### src/hdl/tsac_pkg.sv
// Shared types and constants for the touch sample averaging and calibration block.
// Holds the sequencer state and config index types, the divider structs and fixed widths.
// No dependencies.
package tsac_pkg;

	localparam int unsigned RAW_W    = 16;
	localparam int unsigned PX_W     = 12;
	localparam int unsigned PY_W     = 8;
	localparam int unsigned CFG_IX_W = 3;
	// Divider operand widths: the widest dividend is the scaled product, 16 x 12 bits.
	localparam int unsigned DIV_NW   = RAW_W + PX_W;
	localparam int unsigned DIV_DW   = RAW_W;

	localparam logic [PY_W-1:0] Y_FLIP_BASE = 8'd240;

	typedef enum logic [CFG_IX_W-1:0] {
		CFG_RAW_X_MIN = 3'd0,
		CFG_RAW_X_MAX = 3'd1,
		CFG_RAW_Y_MIN = 3'd2,
		CFG_RAW_Y_MAX = 3'd3,
		CFG_X_SPAN    = 3'd4,
		CFG_Y_SPAN    = 3'd5
	} cfg_index_t;

	typedef enum logic [3:0] {
		ST_IDLE,
		ST_AX_GO,
		ST_AX_WAIT,
		ST_AY_GO,
		ST_AY_WAIT,
		ST_MX,
		ST_DX_GO,
		ST_DX_WAIT,
		ST_MY,
		ST_DY_GO,
		ST_DY_WAIT,
		ST_DONE
	} state_t;

	typedef struct packed {
		logic              start;
		logic [DIV_NW-1:0] num;
		logic [DIV_DW-1:0] den;
	} div_req_t;

	typedef struct packed {
		logic              done;
		logic [DIV_NW-1:0] quo;
	} div_rsp_t;

endpackage

### src/hdl/touch_sample_average_calibrate_top.sv
// Top level of the touch sample averaging and linear calibration block.
// Depends on tsac_pkg and instantiates tsac_div, the shared iterative divider.
//
//   channel | handshake            | payload
//   --------+----------------------+---------------------------------------
//   input   | in_valid / in_ready  | pressed, x_sample, y_sample
//   output  | out_valid / out_ready| touch_valid, touch_x, touch_y
//   config  | cfg_we (no wait)     | cfg_index, cfg_data
//
// A pressed item that does not close a burst is added to the sums and leaves in_ready high.
// An item that closes a burst keeps in_ready low through four divisions on the one shared
// divider (start, 28 steps, done each), a multiply per axis and a hand-off.
// A release with no samples skips to the hand-off. Reset clears the sums, the count,
// the sequencer and the output valid, and loads the default calibration window. A stalled
// output holds its result; items are still taken, and only the next result waits for it.
module touch_sample_average_calibrate_top #(
	parameter int unsigned MAX_SAMPLES = 16
) (
	input  logic                              clk,
	input  logic                              arst_n,
	input  logic                              in_valid,
	output logic                              in_ready,
	input  logic                              pressed,
	input  logic [tsac_pkg::RAW_W-1:0]        x_sample,
	input  logic [tsac_pkg::RAW_W-1:0]        y_sample,
	output logic                              out_valid,
	input  logic                              out_ready,
	output logic                              touch_valid,
	output logic [tsac_pkg::PX_W-1:0]         touch_x,
	output logic [tsac_pkg::PY_W-1:0]         touch_y,
	input  logic                              cfg_we,
	input  logic [tsac_pkg::CFG_IX_W-1:0]     cfg_index,
	input  logic [tsac_pkg::RAW_W-1:0]        cfg_data
);
	import tsac_pkg::*;

	// Count must hold MAX_SAMPLES itself; the sums grow by the same number of bits.
	localparam int unsigned CNT_W = $clog2(MAX_SAMPLES + 1);
	localparam int unsigned SUM_W = RAW_W + CNT_W;

	// Calibration registers
	logic [RAW_W-1:0] raw_x_min_q, raw_x_max_q, raw_y_min_q, raw_y_max_q;
	logic [PX_W-1:0]  x_span_q;
	logic [PY_W-1:0]  y_span_q;

	// Burst state
	logic [SUM_W-1:0] x_sum_q, y_sum_q;
	logic [CNT_W-1:0] cnt_q;

	// Sequencer and datapath
	state_t           state_q, state_d;
	logic [RAW_W-1:0] avg_x_q, avg_y_q;
	logic [DIV_NW-1:0] prod_q;
	logic [PX_W-1:0]  res_x_q;
	logic [PY_W-1:0]  res_y_q;
	logic             res_valid_q;

	// Output register
	logic             out_valid_q;
	logic             out_touch_valid_q;
	logic [PX_W-1:0]  out_x_q;
	logic [PY_W-1:0]  out_y_q;

	div_req_t         div_req;
	div_rsp_t         div_rsp;

	logic             accept;
	logic             burst_full;
	logic             burst_end;
	logic             empty_release;
	logic             slot_free;
	logic             x_degen, y_degen;
	logic             axis_y;
	logic [RAW_W-1:0] lo, hi, avg, clamped, diff;
	logic [PX_W-1:0]  span;
	logic [PY_W-1:0]  sy;
	logic [PY_W-1:0]  flipped;

	assign accept        = in_valid && in_ready;
	assign burst_full    = pressed && ((cnt_q + CNT_W'(1)) == CNT_W'(MAX_SAMPLES));
	assign burst_end     = burst_full || (!pressed && (cnt_q != '0));
	assign empty_release = !pressed && (cnt_q == '0);
	assign slot_free     = !out_valid_q || out_ready;

	assign x_degen = raw_x_max_q <= raw_x_min_q;
	assign y_degen = raw_y_max_q <= raw_y_min_q;

	// ---------------------------------------------------------------- config
	always_ff @(posedge clk or negedge arst_n) begin
		if (!arst_n) begin
			raw_x_min_q <= RAW_W'(3400);
			raw_x_max_q <= RAW_W'(29000);
			raw_y_min_q <= RAW_W'(3300);
			raw_y_max_q <= RAW_W'(30000);
			x_span_q    <= PX_W'(320);
			y_span_q    <= PY_W'(240);
		end else if (cfg_we) begin
			case (cfg_index)
				CFG_RAW_X_MIN: raw_x_min_q <= cfg_data;
				CFG_RAW_X_MAX: raw_x_max_q <= cfg_data;
				CFG_RAW_Y_MIN: raw_y_min_q <= cfg_data;
				CFG_RAW_Y_MAX: raw_y_max_q <= cfg_data;
				CFG_X_SPAN:    x_span_q    <= cfg_data[PX_W-1:0];
				CFG_Y_SPAN:    y_span_q    <= cfg_data[PY_W-1:0];
				default: ;
			endcase
		end
	end

	// ---------------------------------------------------------------- next state
	always_comb begin
		state_d = state_q;
		case (state_q)
			ST_IDLE: begin
				if (accept) begin
					if (burst_end) begin
						state_d = ST_AX_GO;
					end else if (empty_release) begin
						state_d = ST_DONE;
					end
				end
			end
			ST_AX_GO:   state_d = ST_AX_WAIT;
			ST_AX_WAIT: if (div_rsp.done) state_d = ST_AY_GO;
			ST_AY_GO:   state_d = ST_AY_WAIT;
			ST_AY_WAIT: if (div_rsp.done) state_d = ST_MX;
			ST_MX:      state_d = ST_DX_GO;
			ST_DX_GO:   state_d = ST_DX_WAIT;
			ST_DX_WAIT: if (div_rsp.done) state_d = ST_MY;
			ST_MY:      state_d = ST_DY_GO;
			ST_DY_GO:   state_d = ST_DY_WAIT;
			ST_DY_WAIT: if (div_rsp.done) state_d = ST_DONE;
			ST_DONE:    if (slot_free) state_d = ST_IDLE;
			default:    state_d = ST_IDLE;
		endcase
	end

	always_ff @(posedge clk or negedge arst_n) begin
		if (!arst_n) begin
			state_q <= ST_IDLE;
		end else begin
			state_q <= state_d;
		end
	end

	// ---------------------------------------------------------------- outputs
	// Raise in_ready in idle, start the divisions and pick the axis: Y in ST_MY and ST_DY_GO.
	always_comb begin
		in_ready    = 1'b0;
		axis_y      = 1'b0;
		div_req     = '0;
		case (state_q)
			ST_IDLE: begin
				in_ready = 1'b1;
			end
			ST_AX_GO: begin
				div_req.start = 1'b1;
				div_req.num   = DIV_NW'(x_sum_q);
				div_req.den   = DIV_DW'(cnt_q);
			end
			ST_AY_GO: begin
				div_req.start = 1'b1;
				div_req.num   = DIV_NW'(y_sum_q);
				div_req.den   = DIV_DW'(cnt_q);
			end
			ST_DX_GO: begin
				div_req.start = 1'b1;
				div_req.num   = prod_q;
				div_req.den   = raw_x_max_q - raw_x_min_q;
			end
			ST_MY: begin
				axis_y = 1'b1;
			end
			ST_DY_GO: begin
				axis_y        = 1'b1;
				div_req.start = 1'b1;
				div_req.num   = prod_q;
				div_req.den   = raw_y_max_q - raw_y_min_q;
			end
			default: ;
		endcase
	end

	tsac_div u_div (
		.clk    (clk),
		.arst_n (arst_n),
		.req    (div_req),
		.rsp    (div_rsp)
	);

	// Clamp the average into its window and take the offset from the zero point.
	assign lo      = axis_y ? raw_y_min_q : raw_x_min_q;
	assign hi      = axis_y ? raw_y_max_q : raw_x_max_q;
	assign avg     = axis_y ? avg_y_q : avg_x_q;
	assign span    = axis_y ? PX_W'(y_span_q) : x_span_q;
	assign clamped = (avg < lo) ? lo : ((avg > hi) ? hi : avg);
	assign diff    = clamped - lo;

	// Flip Y about the base, saturating at zero.
	assign sy      = div_rsp.quo[PY_W-1:0];
	assign flipped = (sy > Y_FLIP_BASE) ? '0 : (Y_FLIP_BASE - sy);

	// ---------------------------------------------------------------- burst state
	always_ff @(posedge clk or negedge arst_n) begin
		if (!arst_n) begin
			x_sum_q <= '0;
			y_sum_q <= '0;
			cnt_q   <= '0;
		end else if (accept && pressed) begin
			x_sum_q <= x_sum_q + SUM_W'(x_sample);
			y_sum_q <= y_sum_q + SUM_W'(y_sample);
			cnt_q   <= cnt_q + CNT_W'(1);
		end else if (state_q == ST_DONE && slot_free) begin
			x_sum_q <= '0;
			y_sum_q <= '0;
			cnt_q   <= '0;
		end
	end

	// ---------------------------------------------------------------- datapath
	always_ff @(posedge clk) begin
		if (state_q == ST_AX_WAIT && div_rsp.done) begin
			avg_x_q <= div_rsp.quo[RAW_W-1:0];
		end
		if (state_q == ST_AY_WAIT && div_rsp.done) begin
			avg_y_q <= div_rsp.quo[RAW_W-1:0];
		end
		if (state_q == ST_MX || state_q == ST_MY) begin
			prod_q <= DIV_NW'(diff) * DIV_NW'(span);
		end
		if (state_q == ST_DX_WAIT && div_rsp.done) begin
			res_x_q <= x_degen ? '0 : div_rsp.quo[PX_W-1:0];
		end
		if (state_q == ST_DY_WAIT && div_rsp.done) begin
			res_y_q <= y_degen ? '0 : flipped;
		end
		// Empty release: give an invalid result with zero coordinates.
		if (accept && empty_release) begin
			res_x_q <= '0;
			res_y_q <= '0;
		end
	end

	always_ff @(posedge clk or negedge arst_n) begin
		if (!arst_n) begin
			res_valid_q <= 1'b0;
		end else if (accept) begin
			res_valid_q <= !empty_release;
		end
	end

	// ---------------------------------------------------------------- output register
	always_ff @(posedge clk or negedge arst_n) begin
		if (!arst_n) begin
			out_valid_q <= 1'b0;
		end else if (state_q == ST_DONE && slot_free) begin
			out_valid_q <= 1'b1;
		end else if (out_ready) begin
			out_valid_q <= 1'b0;
		end
	end

	always_ff @(posedge clk) begin
		if (state_q == ST_DONE && slot_free) begin
			out_touch_valid_q <= res_valid_q;
			out_x_q           <= res_x_q;
			out_y_q           <= res_y_q;
		end
	end

	assign out_valid   = out_valid_q;
	assign touch_valid = out_touch_valid_q;
	assign touch_x     = out_x_q;
	assign touch_y     = out_y_q;

endmodule

### src/hdl/tsac_div.sv
// Restoring divider, one quotient bit per cycle, for the touch calibration block.
// Depends on tsac_pkg for operand widths and the request and response structs.
module tsac_div (
	input  logic              clk,
	input  logic              arst_n,
	input  tsac_pkg::div_req_t req,
	output tsac_pkg::div_rsp_t rsp
);
	import tsac_pkg::*;

	localparam int unsigned CNT_W = $clog2(DIV_NW + 1);

	logic              busy_q;
	logic              done_q;
	logic [CNT_W-1:0]  cnt_q;
	logic [DIV_DW-1:0] rem_q;
	logic [DIV_NW-1:0] quo_q;
	logic [DIV_DW-1:0] den_q;

	logic [DIV_DW:0]   trial;
	logic              fits;

	assign trial = {rem_q, quo_q[DIV_NW-1]};
	assign fits  = trial >= {1'b0, den_q};

	always_ff @(posedge clk or negedge arst_n) begin
		if (!arst_n) begin
			busy_q <= 1'b0;
			done_q <= 1'b0;
			cnt_q  <= '0;
		end else begin
			done_q <= busy_q && (cnt_q == CNT_W'(1));
			if (req.start) begin
				busy_q <= 1'b1;
				cnt_q  <= CNT_W'(DIV_NW);
			end else if (busy_q) begin
				cnt_q <= cnt_q - CNT_W'(1);
				if (cnt_q == CNT_W'(1)) begin
					busy_q <= 1'b0;
				end
			end
		end
	end

	// Shift the dividend out at the top and the quotient bits in at the bottom.
	always_ff @(posedge clk) begin
		if (req.start) begin
			rem_q <= '0;
			quo_q <= req.num;
			den_q <= req.den;
		end else if (busy_q) begin
			rem_q <= fits ? DIV_DW'(trial - {1'b0, den_q}) : trial[DIV_DW-1:0];
			quo_q <= {quo_q[DIV_NW-2:0], fits};
		end
	end

	assign rsp.done = done_q;
	assign rsp.quo  = quo_q;

endmodule

### config.mk
export PLATFORM = sky130hd
export DESIGN_NAME = touch_sample_average_calibrate_top
export DESIGN_NICKNAME = d
export VERILOG_FILES = /design/src/hdl/tsac_pkg.sv /design/src/hdl/touch_sample_average_calibrate_top.sv /design/src/hdl/tsac_div.sv
export SDC_FILE = /design/constraint.sdc
export NUM_CORES = 1
export LEC_CHECK = 0
export ABC_AREA = 1
export BUFFER_PORTS_ARGS = -buffer_cell sky130_fd_sc_hd__buf_2
export CAP_MARGIN = 10
export CORE_UTILIZATION = 40
export CTS_CLUSTER_SIZE = 16
export DETAILED_ROUTE_END_ITERATION = 6
export PLACE_DENSITY = 0.66
export SLEW_MARGIN = 20
export SYNTH_ARGS = -nofsm -noshare
export SYNTH_HDL_FRONTEND = slang
export SYNTH_SLANG_ARGS = --single-unit
### constraint.sdc
create_clock -name clk -period 23.6 [get_ports clk]
set_input_delay 5.9 -clock clk [delete_from_list [all_inputs] [get_ports clk]]
set_output_delay 5.9 -clock clk [all_outputs]
set_load 0.05 [all_outputs]
Word level (Yosys, flattened, before mapping) --
Index checks and enable logic that the tools add are counted.
Storage, ports and cells: register bits 305, bits of input ports 57, output and inout port bits 23, logic and storage cells 136
Operators by class: $add $sub $neg 9, $mul 1, magnitude comparators 6, eq/ne operators 25, muxes and demuxes 36, reduce and logical (&&, ||, !) cells 33
Operator list (number):
- case mux 45 bit (4 select lines) | 1
- two-way mux 16 bit | 6
- subtractor 16 bit | 4
- two-way mux 21 bit | 3
- two-way mux 28 bit | 2
- case mux 4 bit (12 select lines) | 1
- adder 21 x 16 -> 21 bit | 2
- <= comparator 16 bit | 2
- two-way mux 4 bit | 8
- multiplier 16 x 12 -> 28 bit | 1
- two-way mux 12 bit | 2
- two-way mux 5 bit | 4
- >= comparator 17 x 16 -> 1 bit | 1
- == test 4 x 3 -> 1 bit (second input constant) | 4
- == test 4 bit (second input constant) | 4
- greater-than comparator 16 bit | 1
- less-than comparator 16 bit | 1
- two-way mux 8 bit | 2
- logical AND 1 bit | 12
- AND reduction 2 bit | 6
- == test 4 x 2 -> 1 bit (second input constant) | 2
- greater-than comparator 8 bit (second input constant) | 1
- != test 2 x 1 -> 1 bit (second input constant) | 4
- subtractor 8 bit (first input constant) | 1
- 20 further kinds | 35

Depth between registers and ports, before layout --
depth after elaboration 9, mapped depth 56, depth with buffers taken out 52

Modules after synthesis --
A second synthesis with hierarchy kept.
Unflattened totals: cell total of the unflattened synthesis 3048, area, all modules 24400.9 µm²
By module, submodules not included:
- touch_sample_average_calibrate_top | times used 1, cells an instance 2552, area an instance 20517.2 µm², sequential area each 6298.5 µm²
- tsac_div | times used 1, cells an instance 496, area an instance 3883.7 µm², sequential area each 1816.7 µm²

Worst setup path before layout --
Ideal clock, no wire load.
path kind register to register, start reg state_q[1], end reg prod_q[24], data pin, setup time 260 ps, arrival time 8961 ps, required time 23340 ps, setup slack 14379 ps, stages on the path, launching flop included 45, path buffers 5, clock period less this slack 9221 ps, path through dfrtp_1 -> inv_2 -> nand3_2 -> buf_6 -> buf_2 -> buf_2 -> clkbuf_1 -> o21ai_0 -> ha_1 -> a21oi_1 -> nor2_1 -> a2111oi_0 -> nand2_2 -> clkbuf_1 -> o211ai_1 -> o21ai_0 -> ha_1 -> fa_1 -> [9 not listed] -> inv_1 -> nand2_1 -> fa_1 -> inv_1 -> fa_1 -> fa_1 -> fa_1 -> inv_1 -> fa_1 -> inv_1 -> ha_1 -> nand2_1 -> nor4_1 -> a21oi_1 -> o21ai_0 -> nand3_1 -> nand2_1 -> xor2_1
Between the ends: longest elaborated chain between the ends 9, elaborated cells between the ends (all ways) 14, classes of those cells 1 x add/sub; 1 x mul; 2 x order compare; 2 x eq/ne; 7 x mux; 1 x reduce/logical
Ends and longest elaborated chain:
- from (decl) | RTL line touch_sample_average_calibrate_top.sv:51 | state_t state_q, state_d;
- from (signal assigned) | RTL line touch_sample_average_calibrate_top.sv:142 | state_q <= state_d;
- == test 4 bit | RTL line touch_sample_average_calibrate_top.sv:152 | case (state_q)
- OR reduction 2 bit (no source line) (*)
- two-way mux 1 bit (*) | RTL line touch_sample_average_calibrate_top.sv:152
- two-way mux 16 bit, on equally long branches | RTL line touch_sample_average_calibrate_top.sv:194, touch_sample_average_calibrate_top.sv:193
- greater-than comparator 16 bit | RTL line touch_sample_average_calibrate_top.sv:196 | assign clamped = (avg < lo) ? lo : ((avg > hi) ? hi : avg);
- two-way mux 16 bit (2 in a row) | RTL line touch_sample_average_calibrate_top.sv:196
- subtractor 16 bit | RTL line touch_sample_average_calibrate_top.sv:197 | assign diff = clamped - lo;
- multiplier 16 x 12 -> 28 bit (*) | RTL line touch_sample_average_calibrate_top.sv:229 | prod_q <= DIV_NW'(diff) * DIV_NW'(span);
- to (signal assigned) | RTL line touch_sample_average_calibrate_top.sv:229
- to (decl) | RTL line touch_sample_average_calibrate_top.sv:53 | logic [DIV_NW-1:0] prod_q;
Every way passes the cells marked *; elsewhere a longest branch is shown, timed or not. A chain may end at the register's enable or synchronous reset.

Worst setup path after layout --
start reg state_q[1], end reg prod_q[25], data pin
The elaborated chain is that of the path after synthesis.

==> results_dict.tcl <==
set metrics [dict create \
    status "finished, final reports clean" \
    synth_ff_type "edfxtp_1" \
    synth_seq_cells 305 \
    grt_pass1_wl_um 101000 \
    worst_clock_skew_ns 0.0302 \
    critPathRequiredTime_ns 23.91 \
    finalCriticalPeriod_ns 10.86 \
    core_um2 57900 \
    clk_latency_ns 0.56 \
    synthArstFlopShare_pct 47.2 \
    io_buffers 79 \
    slowest_delay_ns 0.76 \
    placementRows 88 \
    pre_cts_slack_ns 12.87 \
    io_pins 80 \
    cts.sinks 305 \
    path_buf_inv 8 \
    max_freq_mhz 92.0 \
    area_delta_synth_final_pct 10.7 \
    drc 0 \
    holdPathStages 0 \
    cts_buffers 38 \
    final_common_cell "nand2_1" \
    holdBufCountCts 0 \
    endpoint "prod_q[25]$_DFFE_PP_" \
    reg2reg_depth 46 \
    r2r-end "prod_q[25]$_DFFE_PP_" \
    clock_path_buffers 3 \
    gp_congestion 0.948 \
    initial_utilization_pct 40.7 \
    postCtsSetupBuffers 0 \
    ff2ff_setup_slack_ns 12.74 \
    dpl.hpwl_um 48800 \
    met2_usage_pct 35.2 \
    fin_crit_sh_pct 46.0 \
    cp_num_cells 46 \
    final_hold_viol_count 0 \
    antenna_found_initial 0 \
    dieWidth_um 245 \
    ys.warnings.count 0 \
    arrival_ns 11.18 \
    path_class "flip-flop to flip-flop" \
    htree_num_levels 2 \
    grt.busiest_layer "met2" \
    critPathLaunchType "flip-flop" \
    drive_gt1_share_pct 9.61 \
    dr_total_vias 19200 \
    crit_fanout 72 \
    crit_top_cell "nand2_1" \
    max_slew.worst_pin.slew_ns 1.15 \
    clk_pin_slew_ns 0.06 \
    regArea_um2 8120 \
    ys_types 56 \
    met1_usage_pct 28.6 \
    max_cap_violations 0 \
    overflow 0 \
    cp-end-kind "flip-flop" \
    yosysSeqAreaShare_pct 34.5 \
    diodes 0 \
    postSynthCellCount 2801 \
    antenna_left 0 \
    grt_setup_unrepaired "false" \
    cts_tree "done" \
    synth_nets 3200 \
    fin_area_um2 26100 \
    cp_top_family "adder cells" \
    firstDrtPassIters 5 \
    synth.cell_area_um2 23600 \
    cts_root_buf "clkbuf_16" \
    hold_path_class "flip-flop to flip-flop" \
    syn-mean-instance-area_um2 8.41 \
    die_h_um 245 \
    layout_common_cells "591 x nand2_1, 442 x inv_1, 252 x o21ai_0" \
    synth_edf_count 125 \
    final_util_pct 45.0 \
    drt_iter0_drc 1498 \
    setup.worst_path.start "state_q[1]$_DFFE_PN0P_" \
    max_slew_margin_pct 23.3 \
    grt_max_degree 74 \
    via_per_inst 5.24 \
    yosys.area.top_type "edfxtp_1" \
    fp.dieArea_um2 59900 \
    layout_setup_ws_ns 12.74 \
    grt_use_met3_pct 2.41 \
    wirelength_um 62600 \
    grt_pass1_vias 18800 \
    cts.repair.resized 0 \
    reg2reg_from "state_q[1]$_DFFE_PN0P_" \
    setup_viol 0 \
    placed_area_um2 24800 \
    gr-usage-all-layers_pct 21.2 \
    nFillCells 5689 \
    layout.nets 3264 \
    setup_tns_ns 0 \
    cp_slowest_cell "xor2_1" \
    wl_per_cell_um 17.1 \
    multi_input_area_um2 13400 \
    synth_top_area_share_pct 15.9 \
    synth_area_leaders "edfxtp_1 16%, fa_1 12%, dfrtp_1 12%" \
    drv_slew 0 \
]
-- synth_stat cells (10+ instances only) --
library cell and number:
nand2_1 591, inv_1 442, o21ai_0 253, ha_1 196
a21oi_1 170, nor2_1 170, fa_1 146, edfxtp_1 125
dfrtp_1 114, nand3_1 74, o22ai_1 46, xor2_1 45
clkbuf_1 43, dfxtp_1 36, or2_2 35, nand4_1 31
dfstp_2 30, o211ai_1 29, buf_2 25, xnor2_1 25
nor3_1 15, mux2i_1 14, nand2_2 14, nor2_2 13
a31oi_1 12, o21ai_1 10
-- worst min-delay path by stage --
stage	slack (ns)	end	start
final	0.43	touch_x[8]$_DFFE_PP_	res_x_q[8]$_SDFFE_PP0P_
after global routing	0.45	touch_x[8]$_DFFE_PP_	res_x_q[8]$_SDFFE_PP0P_
after CTS	0.43	touch_x[8]$_DFFE_PP_	res_x_q[8]$_SDFFE_PP0P_
after detailed placement	0.42	touch_y[3]$_DFFE_PP_	res_y_q[3]$_SDFFE_PP0P_
after global placement	0.41	touch_y[3]$_DFFE_PP_	res_y_q[3]$_SDFFE_PP0P_
after floorplan	0.41	touch_x[0]$_DFFE_PP_	res_x_q[0]$_SDFFE_PP0P_
-- cell type report --
type                       instances  area share, %
multi-input combinational       1967           51.5
tap                              765           3.67
inverter                         454           6.54
sequential                       305           31.1
timing repair buffer              99           2.12
clock inverter                    21           1.09
clock buffer                      48           3.98
-- sequential cells by signal, indices dropped and copies added (netlist names), 16 cells and up --
register,flops
raw_x_min_q,16
raw_y_min_q,16
y_sum_q,21
u_div.rem_q,16
u_div.den_q,16
raw_x_max_q,16
prod_q,28
avg_y_q,16
raw_y_max_q,16
x_sum_q,21
avg_x_q,16
u_div.quo_q,28
-- metrics by stage --
step,hold WS [ns],std cells
floorplan,0.409,2801
global route,0.451,3659
detailed placement,0.420,3590
CTS,0.427,3659
finish,0.433,3659
global placement,0.413,3590
-- cells by family after synthesis --
logic type	count (synthesis)	synth area share, %
AND/OR/NAND/NOR	960	17.0
AO/OA/AOI/OAI	581	13.8
buffers and inverters	529	8.64
adder cells (fa/ha/maj)	342	22.8
flip-flops	305	34.5
XOR/XNOR	70	2.60
multiplexers	14	0.595
-- metal layers --
layer	part of all wire, %	vias to the layer above
li1	-	9340
met3	5.5	126
met5	0	-
met4	3.2	0
met2	48	522
met1	44	9168
Power is left out: the tool's default activity adds up to more than one toggle a clock period on the data nets, which glitch-free logic cannot reach.
